## src/rtl/sasp_pkg.sv

```systemverilog
// package for the servo adaptive slew pwm block
// types, state encoding and fixed constants; no dependencies
package sasp_pkg;

  // sequencer states
  typedef enum logic [1:0] {
    ST_IDLE,
    ST_DIST,
    ST_EMIT,
    ST_STEP
  } sasp_state_t;

  // request to the shared add/subtract unit
  typedef struct packed {
    logic [7:0] a;
    logic [7:0] b;
    logic       sub;
  } sasp_alu_req_t;

  localparam logic [7:0]  ANGLE_MAX    = 8'd180;
  localparam logic [7:0]  NEAR_LIMIT   = 8'd30;
  localparam logic [7:0]  MID_LIMIT    = 8'd100;
  localparam logic [4:0]  STEP_FINE    = 5'd1;
  localparam logic [4:0]  STEP_MID     = 5'd5;
  localparam logic [4:0]  STEP_COARSE  = 5'd20;
  localparam logic [11:0] PWM_BASE     = 12'd500;
  // round(2000/180 * 2^16), exact floor over angles 0..180
  localparam logic [19:0] PWM_RECIP    = 20'd728178;
  localparam int          PWM_SHIFT    = 16;
  localparam logic [5:0]  RESULT_LIMIT = 6'd49;

endpackage

```

## src/rtl/sasp_alu.sv

```systemverilog
// shared 8-bit add/subtract unit used for distance and for walking
// depends on sasp_pkg
module sasp_alu
  import sasp_pkg::*;
(
  input  sasp_alu_req_t req,
  output logic [7:0]    res
);

  // adds, or subtracts b from a when sub is set
  assign res = req.sub ? (req.a - req.b) : (req.a + req.b);

endmodule

```

## src/rtl/sasp_pwm.sv

```systemverilog
// angle to timer compare conversion by reciprocal multiply
// depends on sasp_pkg
module sasp_pwm
  import sasp_pkg::*;
(
  input  logic [7:0]  angle,
  output logic [11:0] compare
);

  logic [27:0] prod;

  // angle*2000/180 as multiply and shift
  assign prod    = {20'd0, angle} * {8'd0, PWM_RECIP};
  assign compare = prod[PWM_SHIFT +: 12] + PWM_BASE;

endmodule

```

## src/rtl/servo_adaptive_slew_pwm.sv

```systemverilog
// top level: servo slew limiter with adaptive step, emitting pwm compare values
// depends on sasp_pkg, sasp_alu, sasp_pwm
//
//  channel | dir | handshake          | payload
//  in_     | in  | in_tvalid/tready   | tdata[7:0] target_angle
//  out_    | out | out_tvalid/tready  | tdata[11:0] pwm_compare, [19:12] point_angle,
//          |     |                    | tlast last_point
//
// each point passes through ST_DIST, ST_EMIT and ST_STEP: distance and step through the
// shared adder into the output register, the result transaction, then the walk
// update through the same adder; the last point skips the update
// a move emits at most RESULT_LIMIT points
// out_tready low holds the point in the output register and stalls the walk
// in_tready is high only between moves; rst_n returns the held angle to zero
module servo_adaptive_slew_pwm
  import sasp_pkg::*;
(
  input  logic        clk,
  input  logic        rst_n,
  input  logic        in_tvalid,
  output logic        in_tready,
  input  logic [7:0]  in_tdata,   // [7:0] target_angle
  output logic        out_tvalid,
  input  logic        out_tready,
  output logic [23:0] out_tdata,  // [11:0] pwm_compare, [19:12] point_angle, [23:20] zero
  output logic        out_tlast   // last_point
);

  sasp_state_t   state_r, state_nxt;
  logic [7:0]    held_r, held_nxt;
  logic [7:0]    target_r, target_nxt;
  logic [7:0]    walk_r, walk_nxt;
  logic [4:0]    step_r, step_nxt;
  logic          down_r, down_nxt;
  logic [5:0]    count_r, count_nxt;
  logic          out_valid_r, out_valid_nxt;
  logic [11:0]   out_pwm_r, out_pwm_nxt;
  logic [7:0]    out_angle_r, out_angle_nxt;
  logic          out_last_r, out_last_nxt;

  sasp_alu_req_t alu_req;
  logic [7:0]    alu_res;
  logic [11:0]   pwm_val;
  logic [7:0]    target_sat;
  logic [4:0]    step_pick;
  logic          last_pt;

  // shared arithmetic and compare conversion
  sasp_alu u_alu (
    .req (alu_req),
    .res (alu_res)
  );

  sasp_pwm u_pwm (
    .angle   (walk_r),
    .compare (pwm_val)
  );

  // input saturation
  assign target_sat = (in_tdata > ANGLE_MAX) ? ANGLE_MAX : in_tdata;

  // step choice from the remaining distance; a distance of ANGLE_MAX or more keeps the step
  always_comb begin
    priority if (alu_res < NEAR_LIMIT) begin
      step_pick = STEP_FINE;
    end else if (alu_res < MID_LIMIT) begin
      step_pick = STEP_MID;
    end else if (alu_res < ANGLE_MAX) begin
      step_pick = STEP_COARSE;
    end else begin
      step_pick = step_r;
    end
  end

  assign last_pt = ({3'd0, step_pick} > alu_res) || (count_r == RESULT_LIMIT - 6'd1);

  // next state
  always_comb begin
    state_nxt = state_r;
    unique case (state_r)
      ST_IDLE: if (in_tvalid) state_nxt = ST_DIST;
      ST_DIST: state_nxt = ST_EMIT;
      ST_EMIT: begin
        if (out_tready) state_nxt = out_last_r ? ST_IDLE : ST_STEP;
      end
      ST_STEP: state_nxt = ST_DIST;
      default: state_nxt = ST_IDLE;
    endcase
  end

  // shared unit operands: walk update in step state, distance otherwise
  always_comb begin
    if (state_r == ST_STEP) begin
      alu_req.a   = walk_r;
      alu_req.b   = {3'd0, step_r};
      alu_req.sub = down_r;
    end else begin
      alu_req.a   = down_r ? walk_r : target_r;
      alu_req.b   = down_r ? target_r : walk_r;
      alu_req.sub = 1'b1;
    end
  end

  // datapath register updates
  always_comb begin
    held_nxt      = held_r;
    target_nxt    = target_r;
    walk_nxt      = walk_r;
    step_nxt      = step_r;
    down_nxt      = down_r;
    count_nxt     = count_r;
    out_valid_nxt = out_valid_r;
    out_pwm_nxt   = out_pwm_r;
    out_angle_nxt = out_angle_r;
    out_last_nxt  = out_last_r;
    unique case (state_r)
      ST_IDLE: begin
        if (in_tvalid) begin
          target_nxt = target_sat;
          down_nxt   = held_r >= target_sat;
          walk_nxt   = held_r;
          step_nxt   = STEP_FINE;
          count_nxt  = 6'd0;
        end
      end
      ST_DIST: begin
        step_nxt      = step_pick;
        out_valid_nxt = 1'b1;
        out_pwm_nxt   = pwm_val;
        out_angle_nxt = walk_r;
        out_last_nxt  = last_pt;
      end
      ST_EMIT: begin
        if (out_tready) begin
          out_valid_nxt = 1'b0;
          if (out_last_r) held_nxt = target_r;
        end
      end
      ST_STEP: begin
        walk_nxt  = alu_res;
        count_nxt = count_r + 6'd1;
      end
      default: ;
    endcase
  end

  // control registers
  always_ff @(posedge clk) begin
    if (!rst_n) begin
      state_r     <= ST_IDLE;
      held_r      <= 8'd0;
      walk_r      <= 8'd0;
      step_r      <= STEP_FINE;
      count_r     <= 6'd0;
      out_valid_r <= 1'b0;
    end else begin
      state_r     <= state_nxt;
      held_r      <= held_nxt;
      walk_r      <= walk_nxt;
      step_r      <= step_nxt;
      count_r     <= count_nxt;
      out_valid_r <= out_valid_nxt;
    end
  end

  // payload registers
  always_ff @(posedge clk) begin
    target_r    <= target_nxt;
    down_r      <= down_nxt;
    out_pwm_r   <= out_pwm_nxt;
    out_angle_r <= out_angle_nxt;
    out_last_r  <= out_last_nxt;
  end

  assign in_tready  = (state_r == ST_IDLE);
  assign out_tvalid = out_valid_r;
  assign out_tdata  = {4'd0, out_angle_r, out_pwm_r};
  assign out_tlast  = out_last_r;

endmodule

```

## config.mk

```make
export PLATFORM = sky130hd
export DESIGN_NAME = servo_adaptive_slew_pwm
export DESIGN_NICKNAME = d
export VERILOG_FILES = /design/src/rtl/sasp_pkg.sv /design/src/rtl/sasp_alu.sv /design/src/rtl/sasp_pwm.sv /design/src/rtl/servo_adaptive_slew_pwm.sv
export SDC_FILE = /design/constraint.sdc
export NUM_CORES = 1
export LEC_CHECK = 0
export ABC_AREA = 1
export BUFFER_PORTS_ARGS = -buffer_cell sky130_fd_sc_hd__buf_2
export CAP_MARGIN = 20
export CORE_MARGIN = 4
export CORE_UTILIZATION = 50
export CTS_CLUSTER_SIZE = 24
export DETAILED_ROUTE_END_ITERATION = 8
export GPL_TIMING_DRIVEN = 0
export PLACE_DENSITY_LB_ADDON = 0.1
export SYNTH_ARGS = -nofsm -noshare
export SYNTH_HDL_FRONTEND = slang
export SYNTH_HIERARCHICAL = 1
export SYNTH_SLANG_ARGS = --single-unit
```

## constraint.sdc

```tcl
create_clock -name clk -period 4.5 [get_ports clk]
set_input_delay 0 -clock clk [delete_from_list [all_inputs] [get_ports clk]]
set_output_delay 0 -clock clk [all_outputs]
set_load 0.005 [all_outputs]
```

==> impl_metrics.tcl <==
set metrics [dict create \
    timing.rr.end "out_pwm_r[8]" \
    first_pass_iters 6 \
    instances_no_fill 1108 \
    min_path_cells 2 \
    holdWs_ns 0.00882 \
    wl_met1_um 6460 \
    dr_wl_met3_um 596 \
    async_reset_ff_frac 0 \
    drc 0 \
    cp_num_buf_inv 7 \
    num_antenna_cells 0 \
    core.rowCount 40 \
    p_switching_w 0.00178 \
    vias_per_cell 5.21 \
    slew_headroom 0.321 \
    rr_worst_depth 24 \
    yosys_warnings 6 \
    die_h_um 120 \
    final_cell_area_um2 7510 \
    synth_area_um2 6280 \
    cp_data_required_time_ns 4.58 \
    end_kind "flop" \
    io_pins 39 \
    final_common_cell "nand2_1" \
    clock-sinks 60 \
    crit_chain "inv_2, fa_2, inv_2, ha_4, inv_2, fa_1, fa_1, inv_2, ha_4, buf_6, nand2_4, inv_4, nand2_4, nor2_4, nor2_2, buf_4, nand3_2, nand2_2, ha_4, nand3b_1, nor2_4, nand2_1, o21ai_1, nand2_1" \
    vdd_drop_max_uv 232 \
    clkLatencyLatePin_ns 0.33 \
    path_clk_slew_ns 0.06 \
    finalHoldViolCount 0 \
    violations "setup timing" \
    final_nets 1058 \
    r2r_slack_ns -0.001 \
    p_int_w 0.00209 \
    topRoutingLayerUsed "met4" \
    cts_tree "yes" \
    startpoint_type "flop" \
    placed_cell_area_um2 6670 \
    drive_gt1_frac 0.214 \
    ant_nets 0 \
    synth.distinct_cells 47 \
    p_seq_frac 0.202 \
    leakage_nw 3.79 \
    synth_cells 864 \
    clock_power_share 0.179 \
    holdCritPathClass "primary input to flop" \
    power.density_nw_per_um2 515 \
    status "complete, but fails checks" \
    grt_usage 0.225 \
    ys_ff_latch 60 \
    nFillCells 1094 \
    max-cap-violations 0 \
    first_global_vias 5553 \
    routedWlPerCell_um 14.6 \
    core-area_um2 12200 \
    vias 5769 \
    dieArea_um2 14400 \
    rr_startpoint "walk_r[7]" \
    tightest_slew_ns 1.02 \
    fmax_mhz 222 \
    cts.htree.levels 3 \
    slowest_stage "fa_1" \
    path_class "flop to flop" \
    fin_worst_skew_ns 0.00775 \
    areaGrowthSynthToFinish_pct 19.6 \
    clock-root-buffer "clkbuf_16" \
    grt-ovfl-total 0 \
    syn_area_per_cell_um2 7.27 \
    place_congestion 0.966 \
    grt_max_degree 26 \
    die_x_um 120 \
    path_common_cell "inv_2" \
    grt_pass1_wl_um 25900 \
    start_util 0.517 \
    final_cell_mix "197 x nand2_1, 165 x inv_1, 75 x ha_1, 49 x a21oi_1, 38 x buf_2" \
    cts_buffers 9 \
    rsz0062_at_grt "yes" \
    fin_crit_sh 1.00 \
    min_from "in_tdata[0]" \
    worstPathArrival_ns 4.58 \
    synth_edf_count 30 \
    combPwrFrac 0.619 \
    dp_hpwl_um 12600 \
    drtIter0Drc 290 \
    report.final.slew_viol_count 0 \
    yosys_most_used_dff "edfxtp_1" \
    seq_area_frac_synth 0.239 \
    swShare 0.460 \
    antenna_found_initial 0 \
    wl_um 16200 \
    post-route-min-period_ns 4.50 \
    pre_cts_ws_ns -0.561 \
    fin_ws_ns -0.000985 \
    cp_max_fo 4 \
    cpPeakStageDelay_ns 0.58 \
    finalSetupViolations 1 \
    place_inst 1068 \
    clk_path_buf_depth 2 \
    cp_top_family "adder cells" \
    place.port_buffers 33 \
    wl_met2_um 8470 \
    hold_end "target_r[0]" \
]
power by group through the flow:
stage	combinational (W)	sequential [W]	clock (W)
2_1_floorplan	0.00147	0.000781	0
6_report	0.00239	0.000781	0.000693
3_5_place_dp	0.00196	0.000798	0
5_1_grt	0.00267	0.000788	0.000731
3_3_place_gp	0.00190	0.000799	0
4_1_cts	0.00210	0.000780	0.000707
worst max-delay path by stage:
stage / startpoint / to / depth (start not counted)
after floorplan: walk_r[6] / out_pwm_r[10] / 23
after global placement: walk_r[6] / out_pwm_r[10] / 23
after detailed placement: walk_r[6] / out_pwm_r[10] / 23
after CTS: walk_r[6] / out_pwm_r[10] / 23
after global routing: walk_r[6] / out_pwm_r[8] / 22
final: walk_r[7] / out_pwm_r[8] / 24
cell usage after synthesis, types with 3 or more instances:
| library cell | number | area share |
|---|---|---|
| a31oi_1 | 8 | 0.0080 |
| nand4_1 | 9 | 0.0090 |
| xor2_1 | 11 | 0.015 |
| nor2_1 | 46 | 0.027 |
| xnor2_1 | 5 | 0.0070 |
| nor2_2 | 10 | 0.010 |
| nand3b_1 | 3 | 0.0036 |
| ha_1 | 87 | 0.17 |
| inv_2 | 14 | 0.0084 |
| a21oi_2 | 7 | 0.0098 |
| a22oi_1 | 6 | 0.0072 |
| buf_2 | 8 | 0.0064 |
| fa_1 | 24 | 0.076 |
| inv_1 | 172 | 0.10 |
| nand2_2 | 15 | 0.015 |
| dfxtp_1 | 30 | 0.096 |
| buf_4 | 4 | 0.0048 |
| nand2_1 | 209 | 0.12 |
| o21bai_1 | 4 | 0.0048 |
| edfxtp_1 | 30 | 0.14 |
| a21oi_1 | 53 | 0.042 |
| o21ai_0 | 38 | 0.030 |
| nand3_1 | 37 | 0.029 |
through the flow:
step	util	power (W)	setup TNS [ns]
2_1_floorplan	-	0.00225	0
3_3_place_gp	0.548	0.00270	-1.78
3_5_place_dp	0.548	0.00275	-2.24
4_1_cts	0.592	0.00359	0
5_1_grt	0.618	0.00419	-0.542
6_report	0.618	0.00387	-0.000985
cell type report:
type,instances,area (µm²),area share
clock inverter,6,62.6,0.00833
inverter,187,704,0.0937
clock buffer,10,239,0.0318
multi-input combinational,603,4280,0.570
timing repair buffer,58,379,0.0504
buffer,16,115,0.0153
tap,168,210,0.0280
sequential,60,1520,0.202
registers in the layout, summed over array words and instances (netlist names), 2 cells and up:
name / cells
out_pwm_r: 12
out_angle_r: 8
state_r: 2
step_r: 5
walk_r: 8
count_r: 6
held_r: 8
target_r: 8
timing repair:
action | in CTS | in global routing
buffers inserted | 6 | 10
pin swaps | 9 | 32
hold endpoints to repair | 16 | 0
setup endpoints to repair | 8 | 6
resized for setup | 24 | 64
cloned | 0 | 0
hold buffers | 9 | 0
worst register-to-register path, delay by kind of cell, from the launching register on:
kind,cells,cell delay [ns]
DFF,1,0.37
buffers and inverters,7,0.49
adders and majority gates,6,2.32
AOI/OAI and AO/OA,1,0.13
and+or+nand+nor,10,0.94
layer usage:
| layer | GRT usage | up-vias |
|---|---|---|
| met5 | 0 | - |
| met4 | 0.0888 | 0 |
| met3 | 0.0377 | 48 |
| met2 | 0.425 | 159 |
| met1 | 0.248 | 2681 |
| li1 | - | 2881 |
cell families (layout without fill, tap and decap cells):
logic type,Yosys count,count (layout),synth area share
other cells,1,4,0.000597
mux,2,2,0.00358
buf+inv,204,277,0.128
fa+ha+maj,111,111,0.250
xor+xnor,16,16,0.0223
simple gates,341,341,0.236
compound gates,129,129,0.121
flops,60,60,0.239
(Power assumes the default switching activity.)
